[src/rtl/round_robin_process_scheduler_macros.svh]
// Assertion macros shared by the round-robin process scheduler RTL.
`ifndef ROUND_ROBIN_PROCESS_SCHEDULER_MACROS_SVH
`define ROUND_ROBIN_PROCESS_SCHEDULER_MACROS_SVH

// A condition that must hold at every clock edge outside reset.
`define RRPS_ASSERT_ALWAYS(label, cond, msg) \
  label: assert property (@(posedge clk) disable iff (rst) (cond)) else $error(msg);

// An implication checked in the same cycle.
`define RRPS_ASSERT_IMPLY(label, ante, cons, msg) \
  label: assert property (@(posedge clk) disable iff (rst) (ante) |-> (cons)) else $error(msg);

`endif

[src/rtl/rrps_pkg.sv]
// Package with the types and constants of the round-robin process scheduler.
`default_nettype none

package rrps_pkg;

  localparam int unsigned DEFAULT_MAX_SLOTS = 16;
  localparam int unsigned REQ_W             = 2;
  localparam int unsigned STATUS_W          = 2;
  localparam int unsigned ADDR_W            = 32;
  localparam int unsigned PID_W             = 32;
  localparam int unsigned SLOT_FIELD_W      = 4;

  // Request codes carried on req_type.
  typedef enum logic [REQ_W-1:0] {
    REQ_CREATE = 2'd0,
    REQ_EXIT   = 2'd1,
    REQ_SCHED  = 2'd2
  } req_t;

  // Result status codes.
  typedef enum logic [STATUS_W-1:0] {
    STAT_DONE      = 2'd0,
    STAT_FULL      = 2'd1,
    STAT_IDLE_EXIT = 2'd2
  } status_t;

  // Sequencer states.
  typedef enum logic [3:0] {
    S_IDLE = 4'b0001,
    S_EXEC = 4'b0010,
    S_READ = 4'b0100,
    S_DONE = 4'b1000
  } state_t;

endpackage

`default_nettype wire

[src/rtl/rrps_ram.sv]
// Simple dual-port synchronous RAM with one write port and a registered read port.
`default_nettype none

module rrps_ram #(
  parameter int unsigned WIDTH = 32,
  parameter int unsigned DEPTH = 16,
  localparam int unsigned AW = (DEPTH > 1) ? $clog2(DEPTH) : 1
) (
  input  logic             clk,
  input  logic             wr_en,
  input  logic [AW-1:0]    wr_addr,
  input  logic [WIDTH-1:0] wr_data,
  input  logic             rd_en,
  input  logic [AW-1:0]    rd_addr,
  output logic [WIDTH-1:0] rd_data
);

  logic [WIDTH-1:0] mem [DEPTH];

  always_ff @(posedge clk) begin
    if (wr_en) begin
      mem[wr_addr] <= wr_data;
    end
  end

  always_ff @(posedge clk) begin
    if (rd_en) begin
      rd_data <= mem[rd_addr];
    end
  end

endmodule

`default_nettype wire

[src/rtl/round_robin_process_scheduler.sv]
// Top level of the round-robin process scheduler: sequencer, list registers and memories.
//
// Usage: one request word enters on the in channel (valid/ready) and exactly one
// result word leaves on the out channel (valid/ready). A request is taken only
// while the sequencer is idle. A create, an unknown request, an exit of idle, or
// an exit or schedule with an empty ready list goes from S_EXEC straight to
// S_DONE; a schedule or exit that pops the ready list passes through S_READ
// between them, because the link of the list head and the pid of the new slot
// come out of the registered read ports of the memories. A new request is not
// taken before the result of the last one is loaded into the output register.
// The free-slot search is a fill count, since slots are handed out in rising
// order and never return to the free pool. The ready list keeps head and tail
// registers, so appending at the tail needs no walk. After the synchronous reset,
// idle slot 0 runs with pid 0, the list is empty and the next pid is 1; no
// clearing pass is needed, because a memory entry is only used after it has been
// written. When the receiver stalls, the finished result waits in the working
// registers and the sequencer waits in S_DONE before it returns to idle.
`default_nettype none
`include "round_robin_process_scheduler_macros.svh"

module round_robin_process_scheduler #(
  parameter int unsigned MAX_SLOTS = rrps_pkg::DEFAULT_MAX_SLOTS
) (
  input  logic                              clk,
  input  logic                              rst,
  input  logic                              in_valid,
  output logic                              in_ready,
  input  logic [rrps_pkg::REQ_W-1:0]        req_type,
  input  logic [rrps_pkg::ADDR_W-1:0]       entry_address,
  input  logic [rrps_pkg::ADDR_W-1:0]       user_stack_top,
  input  logic [rrps_pkg::ADDR_W-1:0]       kernel_stack_top,
  output logic                              out_valid,
  input  logic                              out_ready,
  output logic [rrps_pkg::STATUS_W-1:0]     status,
  output logic [rrps_pkg::PID_W-1:0]        created_pid,
  output logic                              switched,
  output logic [rrps_pkg::SLOT_FIELD_W-1:0] old_slot,
  output logic [rrps_pkg::SLOT_FIELD_W-1:0] running_slot,
  output logic [rrps_pkg::PID_W-1:0]        running_pid
);

  import rrps_pkg::*;

  localparam int unsigned SLOT_W   = (MAX_SLOTS > 1) ? $clog2(MAX_SLOTS) : 1;
  localparam int unsigned CNT_W    = $clog2(MAX_SLOTS + 1);
  localparam int unsigned PAD_W    = (SLOT_W > SLOT_FIELD_W) ? SLOT_W : SLOT_FIELD_W;
  localparam int unsigned RECORD_W = PID_W + 3 * ADDR_W;

  // Control state.
  state_t             state;
  logic [SLOT_W-1:0]  current;
  logic [PID_W-1:0]   cur_pid;
  logic               list_empty;
  logic [CNT_W-1:0]   alloc_cnt;
  logic [PID_W-1:0]   pid_counter;

  // List pointers, valid only while the list is not empty.
  logic [SLOT_W-1:0]  head;
  logic [SLOT_W-1:0]  tail;

  // Per-request working registers.
  req_t               req_q;
  logic [SLOT_W-1:0]  old_q;
  logic               last_q;
  logic               appended_q;
  status_t            status_q;
  logic [PID_W-1:0]   created_q;
  logic               switched_q;

  // Memory ports.
  logic               link_wr_en;
  logic [SLOT_W-1:0]  link_wr_addr;
  logic [SLOT_W-1:0]  link_wr_data;
  logic               mem_rd_en;
  logic [SLOT_W-1:0]  link_rd_data;
  logic               rec_wr_en;
  logic [RECORD_W-1:0] rec_wr_data;
  logic [RECORD_W-1:0] rec_rd_data;

  logic               accept;
  logic               full;
  logic [SLOT_W-1:0]  alloc_slot;
  logic               out_free;
  logic [PAD_W-1:0]   old_pad;
  logic [PAD_W-1:0]   cur_pad;

  assign in_ready   = (state == S_IDLE);
  assign accept     = in_valid && in_ready;
  assign full       = (alloc_cnt == CNT_W'(MAX_SLOTS));
  assign alloc_slot = alloc_cnt[SLOT_W-1:0];
  assign out_free   = !out_valid || out_ready;
  assign old_pad    = PAD_W'(old_q);
  assign cur_pad    = PAD_W'(current);

  // The slot record (pid and the three words of a new process) is written as the
  // create request is accepted, so the stack words need no holding register.
  assign rec_wr_en   = accept && (req_t'(req_type) == REQ_CREATE) && !full;
  assign rec_wr_data = {kernel_stack_top, user_stack_top, entry_address, pid_counter};

  // A create links the new slot in front of the old head; a schedule links the
  // running slot behind the old tail. Only links of list members that are not
  // the tail are ever read, and each of those has been written.
  assign link_wr_en   = (state == S_EXEC) &&
                        (((req_q == REQ_CREATE) && !full) ||
                         ((req_q == REQ_SCHED) && !list_empty));
  assign link_wr_addr = (req_q == REQ_CREATE) ? alloc_slot : tail;
  assign link_wr_data = (req_q == REQ_CREATE) ? head : current;

  // Link and record of the list head are read together; the data is used in the
  // next cycle. If the head is also the tail its link is never used, which also
  // covers a read of the entry that is being written in the same cycle.
  assign mem_rd_en = (state == S_EXEC);

  rrps_ram #(
    .WIDTH (SLOT_W),
    .DEPTH (MAX_SLOTS)
  ) u_link_ram (
    .clk     (clk),
    .wr_en   (link_wr_en),
    .wr_addr (link_wr_addr),
    .wr_data (link_wr_data),
    .rd_en   (mem_rd_en),
    .rd_addr (head),
    .rd_data (link_rd_data)
  );

  rrps_ram #(
    .WIDTH (RECORD_W),
    .DEPTH (MAX_SLOTS)
  ) u_record_ram (
    .clk     (clk),
    .wr_en   (rec_wr_en),
    .wr_addr (alloc_slot),
    .wr_data (rec_wr_data),
    .rd_en   (mem_rd_en),
    .rd_addr (head),
    .rd_data (rec_rd_data)
  );

  always_ff @(posedge clk) begin
    if (rst) begin
      state       <= S_IDLE;
      current     <= '0;
      cur_pid     <= '0;
      list_empty  <= 1'b1;
      alloc_cnt   <= CNT_W'(1);
      pid_counter <= PID_W'(1);
      out_valid   <= 1'b0;
    end else begin
      // In S_DONE a taken word is replaced by the finished result in the same cycle.
      if (out_valid && out_ready && (state != S_DONE)) begin
        out_valid <= 1'b0;
      end
      unique case (state)
        S_IDLE: begin
          if (accept) begin
            req_q <= req_t'(req_type);
            state <= S_EXEC;
          end
        end
        S_EXEC: begin
          old_q      <= current;
          status_q   <= STAT_DONE;
          created_q  <= '0;
          switched_q <= 1'b0;
          state      <= S_DONE;
          unique case (req_q)
            REQ_CREATE: begin
              if (full) begin
                status_q <= STAT_FULL;
              end else begin
                created_q   <= pid_counter;
                pid_counter <= pid_counter + PID_W'(1);
                alloc_cnt   <= alloc_cnt + CNT_W'(1);
                head        <= alloc_slot;
                if (list_empty) begin
                  tail <= alloc_slot;
                end
                list_empty  <= 1'b0;
              end
            end
            REQ_EXIT, REQ_SCHED: begin
              if ((req_q == REQ_EXIT) && (current == '0)) begin
                status_q <= STAT_IDLE_EXIT;
              end else if (list_empty) begin
                // A yield with nothing else ready switches the slot to itself;
                // an exit with nothing ready falls back to idle.
                if (req_q == REQ_SCHED) begin
                  switched_q <= 1'b1;
                end else begin
                  current <= '0;
                  cur_pid <= '0;
                end
              end else begin
                appended_q <= (req_q == REQ_SCHED);
                last_q     <= (head == tail);
                if (req_q == REQ_SCHED) begin
                  tail <= current;
                end
                state <= S_READ;
              end
            end
            default: begin
            end
          endcase
        end
        S_READ: begin
          // Pop the head. Slot 0 keeps pid 0 and its record is never written.
          current    <= head;
          cur_pid    <= (head == '0) ? '0 : rec_rd_data[PID_W-1:0];
          switched_q <= 1'b1;
          if (last_q) begin
            if (appended_q) begin
              head <= current;
            end else begin
              list_empty <= 1'b1;
            end
          end else begin
            head <= link_rd_data;
          end
          state <= S_DONE;
        end
        S_DONE: begin
          if (out_free) begin
            out_valid    <= 1'b1;
            status       <= status_q;
            created_pid  <= created_q;
            switched     <= switched_q;
            old_slot     <= old_pad[SLOT_FIELD_W-1:0];
            running_slot <= cur_pad[SLOT_FIELD_W-1:0];
            running_pid  <= cur_pid;
            state        <= S_IDLE;
          end
        end
        default: begin
          state <= S_IDLE;
        end
      endcase
    end
  end

  // The running slot has always been handed out.
  `RRPS_ASSERT_ALWAYS(a_current_allocated, CNT_W'(current) < alloc_cnt, "running slot not allocated")

  // Every slot on the ready list has been handed out.
  `RRPS_ASSERT_IMPLY(a_list_allocated, !list_empty, (CNT_W'(head) < alloc_cnt) && (CNT_W'(tail) < alloc_cnt), "ready list holds an unallocated slot")

  // A switch is only reported by a request that completed normally.
  `RRPS_ASSERT_IMPLY(a_switch_status, out_valid && switched, status == STAT_DONE, "switch reported with error status")

endmodule

`default_nettype wire

[config.mk]
export PLATFORM = sky130hd
export DESIGN_NAME = round_robin_process_scheduler
export DESIGN_NICKNAME = d
export VERILOG_FILES = /design/src/rtl/rrps_pkg.sv /design/src/rtl/rrps_ram.sv /design/src/rtl/round_robin_process_scheduler.sv
export VERILOG_INCLUDE_DIRS = /design/src /design/src/rtl
export SDC_FILE = /design/constraint.sdc
export NUM_CORES = 1
export LEC_CHECK = 0
export BUFFER_PORTS_ARGS = -buffer_cell sky130_fd_sc_hd__buf_4
export CORE_ASPECT_RATIO = 1.75
export CORE_MARGIN = 8
export CORE_UTILIZATION = 27
export DETAILED_ROUTE_END_ITERATION = 10
export HOLD_SLACK_MARGIN = 0.06
export PLACE_DENSITY = 0.52
export SLEW_MARGIN = 10
export SYNTH_ARGS = -nofsm -noshare
export SYNTH_HDL_FRONTEND = slang
export SYNTH_SLANG_ARGS = --single-unit
[constraint.sdc]
create_clock -name clk -period 8.8 [get_ports clk]
set_clock_uncertainty 0.15 [all_clocks]
set_input_delay 1.32 -clock clk [delete_from_list [all_inputs] [get_ports clk]]
set_output_delay 1.32 -clock clk [all_outputs]
set_load 0.005 [all_outputs]
==> Flow_metrics.wiki <==
{| class="wikitable"
! Metric !! Value
|-
| Result of the run || finished clean
|-
| Syn Nets || 1625
|-
| Syn-to-layout area delta || 15.5%
|-
| RSZ-0062 raised after global routing || no
|-
| Number of hold violations in the final report || 0
|-
| Cell Count Post-Placement || 3037
|-
| Synthesized area divided by synthesized cell count || 20.2 µm²
|-
| Max-cap viol count || 0
|-
| Overall routing resource usage || 11.6%
|-
| Number of global-route vias before repair || 15.3k
|-
| Slack of the worst reg-to-reg path || 4.21 ns
|-
| Pre-CTS setup slack || 3.94 ns
|-
| Post-CTS repair timing setup buffer count || 0
|-
| HPWL Detailed || 42700 µm
|-
| First-pass GRT wire length || 107000 µm
|-
| Floorplan die area || 0.125 mm²
|-
| Minimum clock period || 4.59 ns
|-
| Max-slew violations || 0
|-
| Final cell count without fillers || 3163
|-
| Most frequent cells in the layout || sky130_fd_sc_hd__edfxtp_1, sky130_fd_sc_hd__mux4_2, sky130_fd_sc_hd__buf_4
|-
| Synth top area cells || sky130_fd_sc_hd__edfxtp_1, sky130_fd_sc_hd__mux4_2, sky130_fd_sc_hd__dfxtp_1
|-
| RePlAce Congestion || 0.768
|-
| Worst setup path category || reg2reg
|-
| Maximum net fanout on the critical path || 27
|-
| Critical path arrival || 4.69 ns
|-
| Number of buffers inserted for hold repair after clock tree synthesis || 0
|-
| PostCTS Resize Cnt || 0
|-
| Share of flip-flops with an asynchronous set or reset || 0%
|-
| Start point of the critical path || alloc_cnt[0]$_SDFFE_PP1P_
|-
| Number of nets with antenna violations after routing || 0
|-
| Global route overflow || 0
|-
| Number of nets in the layout || 1734
|-
| Setup total negative slack || 0 ns
|-
| Area of the mapped netlist || 0.0305 mm²
|-
| EDFF count, synth || 738
|-
| Class of the worst hold path || reg2reg
|-
| Most instantiated flip-flop cell in the synthesis netlist || sky130_fd_sc_hd__edfxtp_1
|-
| Number of I/O port buffers || 82
|-
| Cells on Worst Hold Path || 0
|-
| Core footprint || 0.113 mm²
|-
| Horizontal die dimension || 270 µm
|-
| R2r worst-path depth || 8
|-
| Beginning of the worst hold path || created_q[14]$_SDFFCE_PP0N_
|-
| Sort of element at the end of the critical path || register
|-
| Category of the worst setup path launch point || register
|-
| TritonCTS buffer count || 68
|-
| Initial antenna violation count || 1
|-
| Least setup slack across all paths after layout || 4.21 ns
|-
| DIE HEIGHT || 461 µm
|-
| Via count || 14.4k
|-
| Clock H-tree levels || 3
|-
| Warnings, synthesis || 0
|-
| Number of placed I/O pins || 179
|-
| Drc violations || 0
|-
| Sequential fraction of the synthesis area || 77.8%
|-
| Ratio of cells with drive above 1 in the final layout || 24.7%
|-
| Clock transition time at the flip-flop clock pins of the worst setup and hold paths || 0.07 ns
|-
| Final cycle utilization of the critical path || 52.2%
|-
| Worst vdd rail ir drop || 0.146 mV
|-
| Top cell type's share of synthesized area || 72.6%
|-
| PwrDens || 205 mW/mm²
|-
| Library cell with the largest summed area after synthesis || sky130_fd_sc_hd__edfxtp_1
|-
| Number of distinct library cells after synthesis || 48
|-
| Pin count of the biggest net entering global routing || 129
|-
| Total Wirelength || 73000 µm
|-
| Max frequency || 0.218 GHz
|-
| Max clock buf depth || 3
|-
| Most frequent standard cell in the layout excluding fill and tap cells || sky130_fd_sc_hd__edfxtp_1
|-
| Clock insertion delay at the later pin of the skew report || 0.63 ns
|-
| Avg WL per Cell || 23.1 µm
|-
| Final setup violating endpoints || 0
|-
| Critical R2R Launch || alloc_cnt[0]$_SDFFE_PP1P_
|-
| Max transition margin || 22.5%
|-
| Cell chosen for the clock root || sky130_fd_sc_hd__clkbuf_16
|-
| Number of design-rule violations left by the first detailed-router iteration || 1033
|-
| Leakage dissipation || 0.0111 µW
|-
| Flops & latches, synth || 817
|-
| Vias per inst || 4.55
|-
| CTS tree || built
|-
| Site Rows || 163
|-
| Overall power consumption || 7220 µW
|-
| Initial core utilization || 27.1%
|-
| Clock sink total || 817
|-
| Fill cells || 10.8k
|-
| Transition at the pin with the smallest max-transition slack || 1.15 ns
|-
| Iteration count of the initial detailed-routing pass || 5
|-
| Number of instances in the synthesized netlist || 1513
|-
| Required time at the endpoint of the critical path || 8.90 ns
|}
-- final cells by class --
type / count / area, µm² / share of cell area, %
sequential: 817 / 23700 / 67.3
multi-input combinational: 612 / 6600 / 18.7
clock buffer: 95 / 1910 / 5.43
tap: 1485 / 1860 / 5.27
timing repair buffer: 114 / 881 / 2.50
clock inverter: 30 / 246 / 0.699
inverter: 9 / 33.8 / 0.0958
antenna: 1 / 2.50 / 0.00709
-- power by group --
group,switching [µW],total (µW),internal [µW]
Clock,1370,2990,1620
Combinational,35.7,49.0,13.2
Sequential,4.77,4180,4180
Total,1410,7220,5810
-- sequential cells by signal, indices dropped and copies added, names as in the netlist, 5 cells and up --
signal                count
alloc_cnt                 5
created_pid              32
created_q                32
cur_pid                  32
pid_counter              32
running_pid              32
u_link_ram.mem           64
u_record_ram.mem        512
u_record_ram.rd_data     32
-- worst paths after layout --
check | end
worst max-delay path | u_record_ram.mem[3][4]$_DFFE_PP_
worst min-delay path | created_pid[14]$_DFFE_PP_
worst max register to register | u_record_ram.mem[3][4]$_DFFE_PP_
worst min register to register | created_pid[14]$_DFFE_PP_
-- Yosys cell counts, types with 2 or more instances --
cell type                  number
sky130_fd_sc_hd__mux2i_1       48
sky130_fd_sc_hd__and4_1         2
sky130_fd_sc_hd__xor2_1        17
sky130_fd_sc_hd__dfxtp_1       79
sky130_fd_sc_hd__o221ai_1      21
sky130_fd_sc_hd__edfxtp_1     738
sky130_fd_sc_hd__nand2_1       42
sky130_fd_sc_hd__clkbuf_1      46
sky130_fd_sc_hd__inv_1          9
sky130_fd_sc_hd__buf_2         20
sky130_fd_sc_hd__and3_1         2
sky130_fd_sc_hd__nand3_1       14
sky130_fd_sc_hd__nor3_1        17
sky130_fd_sc_hd__nand4_1       13
sky130_fd_sc_hd__buf_1          7
sky130_fd_sc_hd__nor3b_1        4
sky130_fd_sc_hd__nand2b_1      10
sky130_fd_sc_hd__or3_2          2
sky130_fd_sc_hd__or3_1          7
sky130_fd_sc_hd__a31oi_1        4
sky130_fd_sc_hd__and2_1        30
sky130_fd_sc_hd__nor2_1        70
sky130_fd_sc_hd__a21oi_1       12
sky130_fd_sc_hd__or4_1          3
sky130_fd_sc_hd__nor2b_1        3
sky130_fd_sc_hd__a22o_1        36
sky130_fd_sc_hd__nor4_1        10
sky130_fd_sc_hd__ha_1          10
sky130_fd_sc_hd__xnor2_1       16
sky130_fd_sc_hd__mux4_2       138
sky130_fd_sc_hd__mux2_2        27
sky130_fd_sc_hd__a22oi_1       21
sky130_fd_sc_hd__o21ai_0       20
-- stage by stage --
step | utilization (%) | hold WS [ns] | area, µm²
final | 31.3 | 0.261 | 35300
after global placement | 29.4 | 0.251 | 33100
after detailed placement | 29.4 | 0.255 | 33100
after global routing | 31.3 | 0.261 | 35300
after floorplan | - | 0.250 | 30500
after CTS | 31.3 | 0.257 | 35300
-- cell families (layout without fill, tap and decap cells) --
| group | after synthesis | count (layout) | synth area share [%] |
|---|---|---|---|
| DFF | 817 | 817 | 77.8 |
| and+or+nand+nor | 238 | 238 | 4.12 |
| muxes | 213 | 213 | 12.7 |
| AOI/OAI and AO/OA | 118 | 118 | 2.87 |
| buffers and inverters | 84 | 248 | 1.15 |
| xor gates and xnor gates | 33 | 33 | 0.947 |
| adders and majority gates | 10 | 10 | 0.410 |
| other | 0 | 1 | 0 |
-- layer usage --
layer | wire length (µm) | part of all wire (%) | vias to the layer above | global-route usage [%]
li1 | - | - | 6358 | -
met1 | 26700 | 37 | 7604 | 12.3
met2 | 41400 | 57 | 325 | 22.7
met3 | 2630 | 3.6 | 116 | 1.56
met4 | 2330 | 3.2 | 0 | 4.39
met5 | 0 | 0 | - | 0
-- critical path, cell delays in order, from the launching register on --
cell,delay (ns)
sky130_fd_sc_hd__dfxtp_1,0.53
sky130_fd_sc_hd__inv_1,0.15
sky130_fd_sc_hd__ha_1,0.26
sky130_fd_sc_hd__nor4bb_2,0.17
sky130_fd_sc_hd__buf_4,0.23
sky130_fd_sc_hd__nor4_1,0.94
sky130_fd_sc_hd__nand2_1,0.47
sky130_fd_sc_hd__nor3_2,0.62
sky130_fd_sc_hd__buf_4,0.64
No activity file was read; power rests on OpenSTA's default activity.
